**src/hdl/mer_pkg.sv**
```systemverilog
// Shared constants, control-word layout and microprogram for the ellipse rasterizer.
package mer_pkg;

  localparam int COORD_BITS_DEF = 12;
  localparam int SCREEN_BITS    = 13;
  localparam logic [SCREEN_BITS-1:0] SCREEN_RESET = 13'd800;

  localparam int CFG_INDEX_BITS = 1;
  localparam logic [CFG_INDEX_BITS-1:0] CFG_SCREEN_WIDTH  = 1'b0;
  localparam logic [CFG_INDEX_BITS-1:0] CFG_SCREEN_HEIGHT = 1'b1;

  localparam logic CMD_START = 1'b0;
  localparam logic CMD_STEP  = 1'b1;

  localparam int PC_BITS = 5;

  // Jump conditions
  localparam logic [2:0] JC_NONE     = 3'd0;
  localparam logic [2:0] JC_ALWAYS   = 3'd1;
  localparam logic [2:0] JC_IDLE     = 3'd2;
  localparam logic [2:0] JC_ENTER_R2 = 3'd3;
  localparam logic [2:0] JC_R2       = 3'd4;
  localparam logic [2:0] JC_DEC_NEG  = 3'd5;
  localparam logic [2:0] JC_DEC_POS  = 3'd6;

  // Multiplier A operand
  localparam logic [2:0] MA_A   = 3'd0;
  localparam logic [2:0] MA_B   = 3'd1;
  localparam logic [2:0] MA_HSQ = 3'd2;
  localparam logic [2:0] MA_VSQ = 3'd3;
  localparam logic [2:0] MA_P   = 3'd4;

  // Multiplier B operand
  localparam logic [1:0] MB_A  = 2'd0;
  localparam logic [1:0] MB_B  = 2'd1;
  localparam logic [1:0] MB_TX = 2'd2;
  localparam logic [1:0] MB_Y1 = 2'd3;

  // Decision adder operand
  localparam logic [2:0] DO_P    = 3'd0;
  localparam logic [2:0] DO_SNUM = 3'd1;
  localparam logic [2:0] DO_SDEN = 3'd2;
  localparam logic [2:0] DO_VSQ  = 3'd3;
  localparam logic [2:0] DO_HSQ  = 3'd4;

  // Microprogram addresses
  localparam logic [PC_BITS-1:0] U_ST_AA   = 5'd0;
  localparam logic [PC_BITS-1:0] U_ST_BB   = 5'd1;
  localparam logic [PC_BITS-1:0] U_ST_AAB  = 5'd2;
  localparam logic [PC_BITS-1:0] U_ST_SDEN = 5'd3;
  localparam logic [PC_BITS-1:0] U_ST_HSQ  = 5'd4;
  localparam logic [PC_BITS-1:0] U_ST_VSQ  = 5'd5;
  localparam logic [PC_BITS-1:0] U_STEP    = 5'd6;
  localparam logic [PC_BITS-1:0] U_CHK_R2  = 5'd7;
  localparam logic [PC_BITS-1:0] U_EMIT    = 5'd8;
  localparam logic [PC_BITS-1:0] U_R1      = 5'd9;
  localparam logic [PC_BITS-1:0] U_R1SE_0  = 5'd10;
  localparam logic [PC_BITS-1:0] U_R1SE_1  = 5'd11;
  localparam logic [PC_BITS-1:0] U_R1SE_2  = 5'd12;
  localparam logic [PC_BITS-1:0] U_R1E_0   = 5'd13;
  localparam logic [PC_BITS-1:0] U_R1E_1   = 5'd14;
  localparam logic [PC_BITS-1:0] U_R2      = 5'd15;
  localparam logic [PC_BITS-1:0] U_R2SE_0  = 5'd16;
  localparam logic [PC_BITS-1:0] U_R2SE_1  = 5'd17;
  localparam logic [PC_BITS-1:0] U_R2SE_2  = 5'd18;
  localparam logic [PC_BITS-1:0] U_R2S_0   = 5'd19;
  localparam logic [PC_BITS-1:0] U_R2S_1   = 5'd20;
  localparam logic [PC_BITS-1:0] U_TR_0    = 5'd21;
  localparam logic [PC_BITS-1:0] U_TR_1    = 5'd22;
  localparam logic [PC_BITS-1:0] U_TR_2    = 5'd23;
  localparam logic [PC_BITS-1:0] U_TR_3    = 5'd24;
  localparam logic [PC_BITS-1:0] U_TR_4    = 5'd25;
  localparam logic [PC_BITS-1:0] U_TR_5    = 5'd26;
  localparam logic [PC_BITS-1:0] U_TR_6    = 5'd27;
  localparam logic [PC_BITS-1:0] U_NOP     = 5'd28;

  typedef struct packed {
    logic [2:0]         jc;
    logic [PC_BITS-1:0] target;
    logic               done;
    logic               emit;
    logic               mul_en;
    logic [2:0]         mul_a;
    logic [1:0]         mul_b;
    logic               hsq_ld;
    logic               vsq_ld;
    logic               sden_ld;
    logic               dec_en;
    logic               dec_clr;
    logic [2:0]         dec_opnd;
    logic               dec_sub;
    logic               dec_x4;
    logic               step_x;
    logic               step_y;
    logic               set_r2;
  } ucode_t;

  typedef struct packed {
    ucode_t uc;
    logic   load;
  } ctrl_t;

  typedef struct packed {
    logic active;
    logic in_r2;
    logic enter_r2;
    logic dec_neg;
    logic dec_pos;
    logic out_blocked;
  } flags_t;

  function automatic ucode_t ucode_word(input logic [PC_BITS-1:0] pc);
    ucode_t w;
    w = '0;
    case (pc)
      // start: a^2, b^2, 2a^2 b and the region-1 term
      U_ST_AA: begin
        w.mul_en = 1'b1; w.mul_a = MA_A; w.mul_b = MB_A;
      end
      U_ST_BB: begin
        w.hsq_ld = 1'b1;
        w.mul_en = 1'b1; w.mul_a = MA_B; w.mul_b = MB_B;
      end
      U_ST_AAB: begin
        w.vsq_ld = 1'b1;
        w.mul_en = 1'b1; w.mul_a = MA_HSQ; w.mul_b = MB_B;
      end
      U_ST_SDEN: begin
        w.sden_ld = 1'b1;
        w.dec_en = 1'b1; w.dec_clr = 1'b1; w.dec_opnd = DO_P;
        w.dec_sub = 1'b1; w.dec_x4 = 1'b1;
      end
      U_ST_HSQ: begin
        w.dec_en = 1'b1; w.dec_opnd = DO_HSQ;
      end
      U_ST_VSQ: begin
        w.dec_en = 1'b1; w.dec_opnd = DO_VSQ; w.dec_x4 = 1'b1; w.done = 1'b1;
      end
      // step
      U_STEP: begin
        w.jc = JC_IDLE; w.target = U_NOP;
      end
      U_CHK_R2: begin
        w.jc = JC_ENTER_R2; w.target = U_TR_0;
      end
      U_EMIT: begin
        w.emit = 1'b1; w.jc = JC_R2; w.target = U_R2;
      end
      U_R1: begin
        w.jc = JC_DEC_NEG; w.target = U_R1E_0;
      end
      U_R1SE_0: begin
        w.step_x = 1'b1; w.step_y = 1'b1;
        w.dec_en = 1'b1; w.dec_opnd = DO_VSQ; w.dec_x4 = 1'b1;
      end
      U_R1SE_1: begin
        w.dec_en = 1'b1; w.dec_opnd = DO_SNUM; w.dec_x4 = 1'b1;
      end
      U_R1SE_2: begin
        w.dec_en = 1'b1; w.dec_opnd = DO_SDEN; w.dec_sub = 1'b1; w.dec_x4 = 1'b1;
        w.done = 1'b1;
      end
      U_R1E_0: begin
        w.step_x = 1'b1;
        w.dec_en = 1'b1; w.dec_opnd = DO_VSQ; w.dec_x4 = 1'b1;
      end
      U_R1E_1: begin
        w.dec_en = 1'b1; w.dec_opnd = DO_SNUM; w.dec_x4 = 1'b1; w.done = 1'b1;
      end
      U_R2: begin
        w.jc = JC_DEC_POS; w.target = U_R2S_0;
      end
      U_R2SE_0: begin
        w.step_x = 1'b1; w.step_y = 1'b1;
        w.dec_en = 1'b1; w.dec_opnd = DO_HSQ; w.dec_x4 = 1'b1;
      end
      U_R2SE_1: begin
        w.dec_en = 1'b1; w.dec_opnd = DO_SNUM; w.dec_x4 = 1'b1;
      end
      U_R2SE_2: begin
        w.dec_en = 1'b1; w.dec_opnd = DO_SDEN; w.dec_sub = 1'b1; w.dec_x4 = 1'b1;
        w.done = 1'b1;
      end
      U_R2S_0: begin
        w.step_y = 1'b1;
        w.dec_en = 1'b1; w.dec_opnd = DO_HSQ; w.dec_x4 = 1'b1;
      end
      U_R2S_1: begin
        w.dec_en = 1'b1; w.dec_opnd = DO_SDEN; w.dec_sub = 1'b1; w.dec_x4 = 1'b1;
        w.done = 1'b1;
      end
      // region-2 entry: b^2 tx^2 + 4 a^2 (y-1)^2 - 4 a^2 b^2
      U_TR_0: begin
        w.set_r2 = 1'b1;
        w.mul_en = 1'b1; w.mul_a = MA_VSQ; w.mul_b = MB_TX;
      end
      U_TR_1: begin
        w.mul_en = 1'b1; w.mul_a = MA_P; w.mul_b = MB_TX;
      end
      U_TR_2: begin
        w.dec_en = 1'b1; w.dec_clr = 1'b1; w.dec_opnd = DO_P;
        w.mul_en = 1'b1; w.mul_a = MA_HSQ; w.mul_b = MB_Y1;
      end
      U_TR_3: begin
        w.mul_en = 1'b1; w.mul_a = MA_P; w.mul_b = MB_Y1;
      end
      U_TR_4: begin
        w.dec_en = 1'b1; w.dec_opnd = DO_P; w.dec_x4 = 1'b1;
        w.mul_en = 1'b1; w.mul_a = MA_HSQ; w.mul_b = MB_B;
      end
      U_TR_5: begin
        w.mul_en = 1'b1; w.mul_a = MA_P; w.mul_b = MB_B;
      end
      U_TR_6: begin
        w.dec_en = 1'b1; w.dec_opnd = DO_P; w.dec_sub = 1'b1; w.dec_x4 = 1'b1;
        w.jc = JC_ALWAYS; w.target = U_EMIT;
      end
      U_NOP: begin
        w.done = 1'b1;
      end
      default: begin
        w.done = 1'b1;
      end
    endcase
    return w;
  endfunction

endpackage

```
**src/hdl/mer_cmd_if.sv**
```systemverilog
// Command channel: start or step items with center and radii.
interface mer_cmd_if #(
  parameter int COORD_BITS = mer_pkg::COORD_BITS_DEF
);
  logic                  valid;
  logic                  ready;
  logic                  command;
  logic [COORD_BITS-1:0] center_col;
  logic [COORD_BITS-1:0] center_row;
  logic [COORD_BITS-2:0] radius_horiz;
  logic [COORD_BITS-2:0] radius_vert;

  modport source (
    output valid, command, center_col, center_row, radius_horiz, radius_vert,
    input  ready
  );
  modport sink (
    input  valid, command, center_col, center_row, radius_horiz, radius_vert,
    output ready
  );
endinterface

```
**src/hdl/mer_pix_if.sv**
```systemverilog
// Pixel channel: one mirrored pixel pair per item.
interface mer_pix_if #(
  parameter int COORD_BITS = mer_pkg::COORD_BITS_DEF
);
  logic                         valid;
  logic                         ready;
  logic        [COORD_BITS:0]   pixel_col;
  logic signed [COORD_BITS+1:0] upper_row;
  logic signed [COORD_BITS+1:0] lower_row;
  logic                         upper_visible;
  logic                         lower_visible;
  logic                         last_point;

  modport source (
    output valid, pixel_col, upper_row, lower_row, upper_visible, lower_visible, last_point,
    input  ready
  );
  modport sink (
    input  valid, pixel_col, upper_row, lower_row, upper_visible, lower_visible, last_point,
    output ready
  );
endinterface

```
**src/hdl/mer_sequencer.sv**
```systemverilog
// Microprogram sequencer: step counter, control ROM and conditional jumps.
module mer_sequencer (
  input  logic            clk,
  input  logic            rst,
  input  logic            in_valid,
  output logic            in_ready,
  input  logic            command,
  input  mer_pkg::flags_t flags,
  output mer_pkg::ctrl_t  ctrl
);
  import mer_pkg::*;

  logic               busy;
  logic               busy_next;
  logic [PC_BITS-1:0] pc;
  logic [PC_BITS-1:0] pc_next;
  ucode_t             word;
  logic               accept;
  logic               blocked;
  logic               run;
  logic               take;

  assign word     = ucode_word(pc);
  assign in_ready = !busy && !rst;
  assign accept   = in_valid && in_ready;
  // hold on the emit step while the output register is still full
  assign blocked  = word.emit && flags.out_blocked;
  assign run      = busy && !blocked;

  always_comb begin
    unique case (word.jc)
      JC_NONE:     take = 1'b0;
      JC_ALWAYS:   take = 1'b1;
      JC_IDLE:     take = !flags.active;
      JC_ENTER_R2: take = flags.enter_r2;
      JC_R2:       take = flags.in_r2;
      JC_DEC_NEG:  take = flags.dec_neg;
      JC_DEC_POS:  take = flags.dec_pos;
      default:     take = 1'b0;
    endcase
  end

  always_comb begin
    ctrl.uc   = run ? word : '0;
    ctrl.load = accept && (command == CMD_START);
  end

  always_comb begin
    busy_next = busy;
    pc_next   = pc;
    if (accept) begin
      busy_next = 1'b1;
      pc_next   = (command == CMD_START) ? U_ST_AA : U_STEP;
    end else if (run) begin
      if (word.done) begin
        busy_next = 1'b0;
      end else if (take) begin
        pc_next = word.target;
      end else begin
        pc_next = pc + 1'b1;
      end
    end
  end

  always_ff @(posedge clk) begin
    if (rst) begin
      busy <= 1'b0;
      pc   <= U_ST_AA;
    end else begin
      busy <= busy_next;
      pc   <= pc_next;
    end
  end

endmodule

```
**src/hdl/mer_datapath.sv**
```systemverilog
// Datapath: walk registers, shared multiplier, decision adder, output register.
module mer_datapath #(
  parameter int COORD_BITS = mer_pkg::COORD_BITS_DEF
) (
  input  logic                                clk,
  input  logic                                rst,
  input  logic                                cfg_write,
  input  logic [mer_pkg::CFG_INDEX_BITS-1:0]  cfg_index,
  input  logic [mer_pkg::SCREEN_BITS-1:0]     cfg_data,
  input  logic [COORD_BITS-1:0]               center_col,
  input  logic [COORD_BITS-1:0]               center_row,
  input  logic [COORD_BITS-2:0]               radius_horiz,
  input  logic [COORD_BITS-2:0]               radius_vert,
  input  mer_pkg::ctrl_t                      ctrl,
  output mer_pkg::flags_t                     flags,
  output logic                                out_valid,
  input  logic                                out_ready,
  output logic [COORD_BITS:0]                 pixel_col,
  output logic signed [COORD_BITS+1:0]        upper_row,
  output logic signed [COORD_BITS+1:0]        lower_row,
  output logic                                upper_visible,
  output logic                                lower_visible,
  output logic                                last_point
);
  import mer_pkg::*;

  localparam int RW   = COORD_BITS - 1;
  localparam int XW   = COORD_BITS;
  localparam int YW   = COORD_BITS + 1;
  localparam int SQW  = 2 * COORD_BITS - 2;
  localparam int SW   = 3 * COORD_BITS;
  localparam int MAW  = 3 * COORD_BITS;
  localparam int MBW  = COORD_BITS + 2;
  localparam int PW   = MAW + MBW;
  localparam int DW   = 4 * COORD_BITS;
  localparam int COLW = COORD_BITS + 1;
  localparam int ROWW = COORD_BITS + 2;
  localparam int CMPW = ((ROWW > SCREEN_BITS) ? ROWW : SCREEN_BITS) + 1;

  logic [SCREEN_BITS-1:0] screen_width;
  logic [SCREEN_BITS-1:0] screen_height;

  logic [COORD_BITS-1:0]  saved_col;
  logic [COORD_BITS-1:0]  saved_row;
  logic [RW-1:0]          rad_a;
  logic [RW-1:0]          rad_b;
  logic [XW-1:0]          cur_x;
  logic signed [YW-1:0]   cur_y;
  logic [SQW-1:0]         hsq;
  logic [SQW-1:0]         vsq;
  logic signed [SW-1:0]   snum;
  logic signed [SW-1:0]   sden;
  logic signed [DW-1:0]   dec;
  logic signed [PW-1:0]   prod;
  logic                   in_r2;
  logic                   active;

  logic signed [YW-1:0]   y1;
  logic signed [MAW-1:0]  mul_a;
  logic signed [MBW-1:0]  mul_b;
  logic signed [PW-1:0]   mul_out;
  logic signed [DW-1:0]   opnd;
  logic signed [DW-1:0]   opnd_sh;
  logic signed [DW-1:0]   dec_base;
  logic signed [DW-1:0]   dec_next;

  logic [COLW-1:0]        col_w;
  logic signed [ROWW-1:0] up_w;
  logic signed [ROWW-1:0] lo_w;

  function automatic logic on_screen(input logic [COLW-1:0] c,
                                     input logic signed [ROWW-1:0] r,
                                     input logic [SCREEN_BITS-1:0] w,
                                     input logic [SCREEN_BITS-1:0] h);
    logic col_ok;
    logic row_ok;
    col_ok = CMPW'(c) < CMPW'(w);
    row_ok = !r[ROWW-1] && (CMPW'($unsigned(r)) < CMPW'(h));
    return col_ok && row_ok;
  endfunction

  assign y1 = cur_y - YW'(1);

  always_comb begin
    case (ctrl.uc.mul_a)
      MA_A:    mul_a = $signed(MAW'(rad_a));
      MA_B:    mul_a = $signed(MAW'(rad_b));
      MA_HSQ:  mul_a = $signed(MAW'(hsq));
      MA_VSQ:  mul_a = $signed(MAW'(vsq));
      MA_P:    mul_a = $signed(prod[MAW-1:0]);
      default: mul_a = '0;
    endcase
    case (ctrl.uc.mul_b)
      MB_A:    mul_b = $signed(MBW'(rad_a));
      MB_B:    mul_b = $signed(MBW'(rad_b));
      MB_TX:   mul_b = $signed({1'b0, cur_x, 1'b1});
      MB_Y1:   mul_b = MBW'(y1);
      default: mul_b = '0;
    endcase
  end

  assign mul_out = mul_a * mul_b;

  always_comb begin
    case (ctrl.uc.dec_opnd)
      DO_P:    opnd = $signed(prod[DW-1:0]);
      DO_SNUM: opnd = DW'(snum);
      DO_SDEN: opnd = DW'(sden);
      DO_VSQ:  opnd = $signed(DW'(vsq));
      DO_HSQ:  opnd = $signed(DW'(hsq));
      default: opnd = '0;
    endcase
    opnd_sh  = ctrl.uc.dec_x4 ? (opnd <<< 2) : opnd;
    dec_base = ctrl.uc.dec_clr ? '0 : dec;
    dec_next = ctrl.uc.dec_sub ? (dec_base - opnd_sh) : (dec_base + opnd_sh);
  end

  always_comb begin
    flags.active      = active;
    flags.in_r2       = in_r2;
    flags.enter_r2    = !in_r2 && !(snum < sden);
    flags.dec_neg     = dec[DW-1];
    flags.dec_pos     = !dec[DW-1] && (|dec);
    flags.out_blocked = out_valid && !out_ready;
  end

  assign col_w = COLW'(saved_col) + COLW'(cur_x);
  assign up_w  = ROWW'(saved_row) + ROWW'(cur_y);
  assign lo_w  = ROWW'(saved_row) - ROWW'(cur_y);

  // control state and configuration
  always_ff @(posedge clk) begin
    if (rst) begin
      screen_width  <= SCREEN_RESET;
      screen_height <= SCREEN_RESET;
      active        <= 1'b0;
      in_r2         <= 1'b0;
      out_valid     <= 1'b0;
    end else begin
      if (cfg_write) begin
        if (cfg_index == CFG_SCREEN_WIDTH) begin
          screen_width <= cfg_data;
        end else if (cfg_index == CFG_SCREEN_HEIGHT) begin
          screen_height <= cfg_data;
        end
      end
      if (ctrl.load) begin
        active <= 1'b1;
        in_r2  <= 1'b0;
      end else begin
        if (ctrl.uc.set_r2) begin
          in_r2 <= 1'b1;
        end
        // drop out once y steps below zero
        if (ctrl.uc.step_y && (cur_y == '0)) begin
          active <= 1'b0;
        end
      end
      if (ctrl.uc.emit) begin
        out_valid <= 1'b1;
      end else if (out_ready) begin
        out_valid <= 1'b0;
      end
    end
  end

  // walk registers
  always_ff @(posedge clk) begin
    if (ctrl.load) begin
      saved_col <= center_col;
      saved_row <= center_row;
      rad_a     <= radius_horiz;
      rad_b     <= radius_vert;
      cur_x     <= '0;
      cur_y     <= $signed(YW'(radius_vert));
      snum      <= '0;
    end else begin
      if (ctrl.uc.step_x) begin
        cur_x <= cur_x + 1'b1;
        snum  <= snum + $signed(SW'({vsq, 1'b0}));
      end
      if (ctrl.uc.step_y) begin
        cur_y <= cur_y - YW'(1);
        sden  <= sden - $signed(SW'({hsq, 1'b0}));
      end
    end
    if (ctrl.uc.mul_en) begin
      prod <= mul_out;
    end
    if (ctrl.uc.hsq_ld) begin
      hsq <= prod[SQW-1:0];
    end
    if (ctrl.uc.vsq_ld) begin
      vsq <= prod[SQW-1:0];
    end
    if (ctrl.uc.sden_ld) begin
      sden <= $signed({prod[SW-2:0], 1'b0});
    end
    if (ctrl.uc.dec_en) begin
      dec <= dec_next;
    end
  end

  // output register
  always_ff @(posedge clk) begin
    if (ctrl.uc.emit) begin
      pixel_col     <= col_w;
      upper_row     <= up_w;
      lower_row     <= lo_w;
      upper_visible <= on_screen(col_w, up_w, screen_width, screen_height);
      lower_visible <= on_screen(col_w, lo_w, screen_width, screen_height);
      last_point    <= (cur_y == '0);
    end
  end

endmodule

```
**src/hdl/midpoint_ellipse_rasterizer_unit.sv**
```systemverilog
// Top level of the midpoint ellipse rasterizer.
//
// Usage: send items on cmd. A start item (command 0) loads center and radii
// and produces nothing; each step item (command 1) produces one pixel pair on
// pix: the next point of the right half of the ellipse, as one column and an
// upper and lower row mirrored about the center row, each with an on-screen
// flag. last_point marks the point with y offset zero; steps after it produce
// nothing until the next start. A start during a walk drops the old ellipse.
// Screen size is set through the cfg_write/cfg_index/cfg_data port while idle:
// a rule for the user, which the block itself does not enforce. Items run one
// at a time on a 29-word microprogram over one shared multiplier and one
// decision adder. A start runs to its end before the next ready. A step when
// idle only checks the state and ends; the step that enters region 2 first
// computes the region-2 term (six multiplies), then registers its pixel pair.
// Reset: idle, screen 800 by 800, no ellipse loaded.
// Stall: the result waits in an output register; the next item is still
// accepted and the sequencer only holds on its emit step while that register
// is full.
module midpoint_ellipse_rasterizer_unit #(
  parameter int COORD_BITS = mer_pkg::COORD_BITS_DEF
) (
  input  logic                               clk,
  input  logic                               rst,
  input  logic                               cfg_write,
  input  logic [mer_pkg::CFG_INDEX_BITS-1:0] cfg_index,
  input  logic [mer_pkg::SCREEN_BITS-1:0]    cfg_data,
  mer_cmd_if.sink                            cmd,
  mer_pix_if.source                          pix
);
  import mer_pkg::*;

  ctrl_t  ctrl;
  flags_t flags;

  mer_sequencer u_seq (
    .clk      (clk),
    .rst      (rst),
    .in_valid (cmd.valid),
    .in_ready (cmd.ready),
    .command  (cmd.command),
    .flags    (flags),
    .ctrl     (ctrl)
  );

  mer_datapath #(
    .COORD_BITS (COORD_BITS)
  ) u_dp (
    .clk           (clk),
    .rst           (rst),
    .cfg_write     (cfg_write),
    .cfg_index     (cfg_index),
    .cfg_data      (cfg_data),
    .center_col    (cmd.center_col),
    .center_row    (cmd.center_row),
    .radius_horiz  (cmd.radius_horiz),
    .radius_vert   (cmd.radius_vert),
    .ctrl          (ctrl),
    .flags         (flags),
    .out_valid     (pix.valid),
    .out_ready     (pix.ready),
    .pixel_col     (pix.pixel_col),
    .upper_row     (pix.upper_row),
    .lower_row     (pix.lower_row),
    .upper_visible (pix.upper_visible),
    .lower_visible (pix.lower_visible),
    .last_point    (pix.last_point)
  );

endmodule

```
**src/flat_wrapper.sv**
```systemverilog
// flat-port wrapper written by rule: the top's interface ports become plain ports
module midpoint_ellipse_rasterizer_unit_flat import mer_pkg::*;
#(
  parameter int COORD_BITS = mer_pkg::COORD_BITS_DEF
)
  (clk, rst, cfg_write, cfg_index, cfg_data, cmd_valid, cmd_command, cmd_center_col, cmd_center_row, cmd_radius_horiz, cmd_radius_vert, cmd_ready, pix_valid, pix_pixel_col, pix_upper_row, pix_lower_row, pix_upper_visible, pix_lower_visible, pix_last_point, pix_ready);
  mer_cmd_if #(.COORD_BITS(COORD_BITS)) cmd_i ();
  mer_pix_if #(.COORD_BITS(COORD_BITS)) pix_i ();
  input  logic clk;
  input  logic rst;
  input  logic cfg_write;
  input  logic [mer_pkg::CFG_INDEX_BITS-1:0] cfg_index;
  input  logic [mer_pkg::SCREEN_BITS-1:0] cfg_data;
  input wire logic [$bits(cmd_i.valid)-1:0] cmd_valid;
  input wire logic [$bits(cmd_i.command)-1:0] cmd_command;
  input wire logic [$bits(cmd_i.center_col)-1:0] cmd_center_col;
  input wire logic [$bits(cmd_i.center_row)-1:0] cmd_center_row;
  input wire logic [$bits(cmd_i.radius_horiz)-1:0] cmd_radius_horiz;
  input wire logic [$bits(cmd_i.radius_vert)-1:0] cmd_radius_vert;
  output wire logic [$bits(cmd_i.ready)-1:0] cmd_ready;
  output wire logic [$bits(pix_i.valid)-1:0] pix_valid;
  output wire logic [$bits(pix_i.pixel_col)-1:0] pix_pixel_col;
  output wire logic [$bits(pix_i.upper_row)-1:0] pix_upper_row;
  output wire logic [$bits(pix_i.lower_row)-1:0] pix_lower_row;
  output wire logic [$bits(pix_i.upper_visible)-1:0] pix_upper_visible;
  output wire logic [$bits(pix_i.lower_visible)-1:0] pix_lower_visible;
  output wire logic [$bits(pix_i.last_point)-1:0] pix_last_point;
  input wire logic [$bits(pix_i.ready)-1:0] pix_ready;
  assign cmd_i.valid = cmd_valid;
  assign cmd_i.command = cmd_command;
  assign cmd_i.center_col = cmd_center_col;
  assign cmd_i.center_row = cmd_center_row;
  assign cmd_i.radius_horiz = cmd_radius_horiz;
  assign cmd_i.radius_vert = cmd_radius_vert;
  assign cmd_ready = cmd_i.ready;
  assign pix_valid = pix_i.valid;
  assign pix_pixel_col = pix_i.pixel_col;
  assign pix_upper_row = pix_i.upper_row;
  assign pix_lower_row = pix_i.lower_row;
  assign pix_upper_visible = pix_i.upper_visible;
  assign pix_lower_visible = pix_i.lower_visible;
  assign pix_last_point = pix_i.last_point;
  assign pix_i.ready = pix_ready;
  midpoint_ellipse_rasterizer_unit #(.COORD_BITS(COORD_BITS)) u_core (.clk(clk), .rst(rst), .cfg_write(cfg_write), .cfg_index(cfg_index), .cfg_data(cfg_data), .cmd(cmd_i), .pix(pix_i));
endmodule
```
**config.mk**
```make
export PLATFORM = sky130hd
export DESIGN_NAME = midpoint_ellipse_rasterizer_unit_flat
export DESIGN_NICKNAME = d
export VERILOG_FILES = /design/src/hdl/mer_pkg.sv /design/src/hdl/mer_cmd_if.sv /design/src/hdl/mer_pix_if.sv /design/src/hdl/mer_sequencer.sv /design/src/hdl/mer_datapath.sv /design/src/hdl/midpoint_ellipse_rasterizer_unit.sv /design/src/flat_wrapper.sv
export SDC_FILE = /design/constraint.sdc
export NUM_CORES = 2
export LEC_CHECK = 0
export BUFFER_PORTS_ARGS = -buffer_cell sky130_fd_sc_hd__buf_2
export CELL_PAD_IN_SITES_DETAIL_PLACEMENT = 1
export CELL_PAD_IN_SITES_GLOBAL_PLACEMENT = 2
export CORE_MARGIN = 5
export CORE_UTILIZATION = 40
export CTS_CLUSTER_DIAMETER = 120
export DETAILED_ROUTE_END_ITERATION = 10
export GPL_ROUTABILITY_DRIVEN = 0
export PLACE_DENSITY = 0.82
export SLEW_MARGIN = 20
export SYNTH_ARGS = -nofsm -noshare
export SYNTH_HDL_FRONTEND = slang
export SYNTH_SLANG_ARGS = --single-unit
export TNS_END_PERCENT = 20
```
**constraint.sdc**
```tcl
create_clock -name clk -period 10.91 [get_ports clk]
set_clock_uncertainty 0.05 [all_clocks]
set_input_delay 1.6365 -clock clk [delete_from_list [all_inputs] [get_ports clk]]
set_output_delay 1.6365 -clock clk [all_outputs]
set_load 0.01 [all_outputs]
```
==> results by stage <==
Finish:
- Of the cells placed in the final design, the portion with a size suffix greater than 1 is under 10%.
- The area added between synthesis and finish is 8.941%.
- The area taken by multi-input logic gates is 0.02811 sq mm.
- After filler insertion, the fill cell instance count of the layout stands at 11,850.
- In the layout the commonest cells are 616 x nand2_1, 588 x inv_1, 453 x fa_1.
- The final instance count without filler cells is around 6,000.
- The commonest non-fill, non-tap cell in the layout is nand2_1.
- Summing all flip-flop and latch instances after layout gives 0.009940 sq mm.
- The post-layout net count is approximately 5,400.

Place:
- The half-perimeter wire length after detailed placement is about 110,000 um.
- The number of instances in the placed design is slightly below 6,000.
- Port buffering added 111 buffers.

Clock tree:
- After clock tree synthesis, the clock-pin slew on the worst setup and hold paths is roughly 60 ps.
- Gates resized during post-CTS repair numbered 0.
- Once the clock tree was built, the setup fixing pass inserted 0 buffers.
- The clock reaches the later pin of the worst-skew pair after around 600 ps.
- The worst-case clock buffer depth is 3.
- The root buffer cell is clkbuf_16.
- TritonCTS built the clock tree.
- The tree built by TritonCTS fans out to 359 sinks.
- For this design, the CTS-stage hold fixing added 0 buffers.
- The number of CTS-inserted buffers is 47.
- CTS built an H-tree with a depth of 2.

Detailed routing:
- The routed design has 137,700 um of wire.
- The routed layout has 33,560 vias.
- For this run, design rule violations remaining after detail routing come to 0.
- The number of iterations in the first detailed-routing pass is 6.
- The iteration-0 DRC count of the detailed router is about 2,500.
- The post-detailed-route via-to-cell ratio is ~5.6.
- The average wire per standard cell is between 20 and 25 um.
- The count of nets left with antenna violations once routing finished came out at 0.

Global routing:
- The first global-routing pass estimated 215,200 um of wire.
- The initial antenna violation count came to 4.
- Entering global routing, the biggest net connects 58 pins.
- For met1 alone, demand over resource in global routing was 37.95%.
- The met2 capacity usage during global routing is 39.12%.
- Global routing used 25.32% of the available tracks.
- The global-route layer with the greatest usage is met2.
- The met3 global-route usage is 3.439%.
- The remaining global-route overflow is 0.
- The via count of the first global-routing pass came to 35,540.

Yosys:
- The summed instance area of the synthesized netlist is 0.04102 sq mm.
- The number of synthesized register bits is 359.
- The proportion of register bits with asynchronous set or reset after synthesis is 0%.
- Among all flip-flop cells after synthesis, the most frequent one is edfxtp_1.
- The number of enable flip-flop cells after synthesis is ~280.
- Counting every net in the synthesized netlist gives 5,404.
- In the synthesized netlist, the number of instances is 4,572.
- The mean instance size in the synthesized netlist is between 8 and 9 sq um.
- The netlist uses 102 different library cells.
- Summing the sequential cell areas from Yosys gives 24.23% of the chip area.
- The warning count from the yosys run is 0.

Timing:
- The total of endpoints with negative setup slack in the final report is 0.
- The worst pin sits at a relative slew slack of 34.61%.
- The count of final hold-check violations is 0.
- The accumulated negative setup slack is 0 ps.
- For the pin with the worst max-slew slack, the measured transition is 980.8 ps.
- After layout, the minimum clock period comes to 10,290 ps.
- Setup repair after global routing left no endpoint under its margin.
- After layout, the worst path uses 94.35% of the clock period.
- The highest clock frequency the design can meet is slightly below 100 MHz.
- The count of final max-slew check failures is 0.

Floorplan:
- The initial cell density of the core is 40.31%.
- The number of I/O pins is 112.
- The number of core rows is 117.
- The total die area is 0.1090 sq mm.
- The die boundary width is ~330 um.
- The core region is 0.1017 sq mm.
- Measured along the y axis, the die boundary spans 330.2 um.

Setup path:
- The kind of critical path is flip-flop to flip-flop.
- The slowest stage of the critical path is the fa_1 cell.
- Among the stages of the critical path, the cell type that occurs most often is fa_1.
- The arrival time of data at the critical path endpoint is 10,570 ps.
- Of all nets on the critical path, the largest fanout is 29.
- Data on the critical path is required at its endpoint by 11,190 ps.
- The largest single stage delay on the critical path is 570 ps.
- The worst setup path is captured at a flip-flop.
- The startpoint type of the worst setup path is a flip-flop.

Outcome:
- The flow ran to the end, and the final reports show no timing, DRC or antenna violations.

Power and ir drop:
- The largest vdd supply drop is just under 0.2 mV.
- The ratio of total power to cell area is 155.5 mW/mm^2.
- The static leakage is 19.72 nW.

Hold path:
- The tightest min-delay check is of the flip-flop to flip-flop type.

Job:
- The number of maximum-capacitance constraint violations is 0.
==> stage by stage <==
step	hold WS, ps	area (sq um)	power (mW)	utilization (%)	setup WS (ps)
after CTS	408.8	44670	6.960	43.90	598.4
after global placement	392.8	43120	5.237	42.38	445.0
after floorplan	386.3	41020	4.241	-	965.1
after detailed placement	401.0	43130	5.347	42.39	205.0
after global routing	430.0	44680	7.467	43.92	54.00
final	405.0	44680	6.950	43.92	616.2
==> critical path, delay by kind of cell, from the launching register on <==
family                   cells  cell delay, ps
buffers and inverters        7             930
flip-flops                   1             420
AND/OR/NAND/NOR             10            2560
adder cells (fa/ha/maj)      8            3700
XOR/XNOR                     1              80
AO/OA/AOI/OAI                8            2260
==> routing by layer <==
layer  wire, um  share of wire (%)
met1      65710                 48
met2      60270                 44
met3       8346                6.1
met4       3397                2.5
met5          0                  0
==> worst paths after layout <==
path	slack (ps)	cells after the start	startpoint	end
worst max register to register	620	34	u_core.u_seq.pc[1]	u_core.u_dp.prod[46]
worst max-delay path	620	34	u_core.u_seq.pc[1]	u_core.u_dp.prod[46]
worst min register to register	410	2	u_core.u_dp.screen_width[7]	u_core.u_dp.screen_width[7]
worst min-delay path	410	2	u_core.u_dp.screen_width[7]	u_core.u_dp.screen_width[7]
==> registers in the layout (all words and copies together), names as in the netlist, 13 cells and up <==
signal and count:
u_core.u_dp.pixel_col 13, u_core.u_dp.prod 48, u_core.u_dp.vsq 22, u_core.u_dp.hsq 22, u_core.u_dp.dec 48, u_core.u_dp.snum 35
u_core.u_dp.sden 35, u_core.u_dp.screen_width 13, u_core.u_dp.lower_row 14, u_core.u_dp.cur_y 13, u_core.u_dp.screen_height 13, u_core.u_dp.upper_row 13
==> synth_stat cells (all sizes together), types with 87 or more instances <==
cell | instances | area, sq um
o21ai | 205 | 1041
clkbuf | 156 | 585.6
edfxtp | 275 | 8258
a21oi | 248 | 1241
nand2 | 620 | 2337
ha | 313 | 3916
nor2 | 422 | 1584
fa | 453 | 9069
nand3 | 87 | 435.4
a21o | 113 | 848.3
xnor2 | 161 | 1418
inv | 593 | 2226
==> layout make-up <==
| type | count | share of cell area, % |
|---|---|---|
| diodes | 2 | 0.01120 |
| flip-flops and latches | 359 | 22.24 |
| clock inverters | 28 | 0.6020 |
| repair buffers | 188 | 2.565 |
| inverters | 593 | 4.987 |
| clock buffers | 58 | 2.839 |
| multi-input cells | 3424 | 62.92 |
| well taps | 1368 | 3.831 |
==> cells by family after synthesis <==
| family | count (synthesis) | synth area share (%) |
|---|---|---|
| simple gates | 1518 | 16.81 |
| compound gates | 876 | 13.99 |
| buf+inv | 789 | 7.462 |
| fa+ha+maj | 766 | 31.66 |
| flops | 359 | 24.23 |
| xor+xnor | 243 | 5.207 |
| mux | 21 | 0.6345 |
==> power breakdown <==
group / internal (mW) / switching (mW)
sequential: 1.73 / 0.142
combinational: 1.32 / 2.17
clock: 0.925 / 0.660
(Power assumes the default switching activity.)
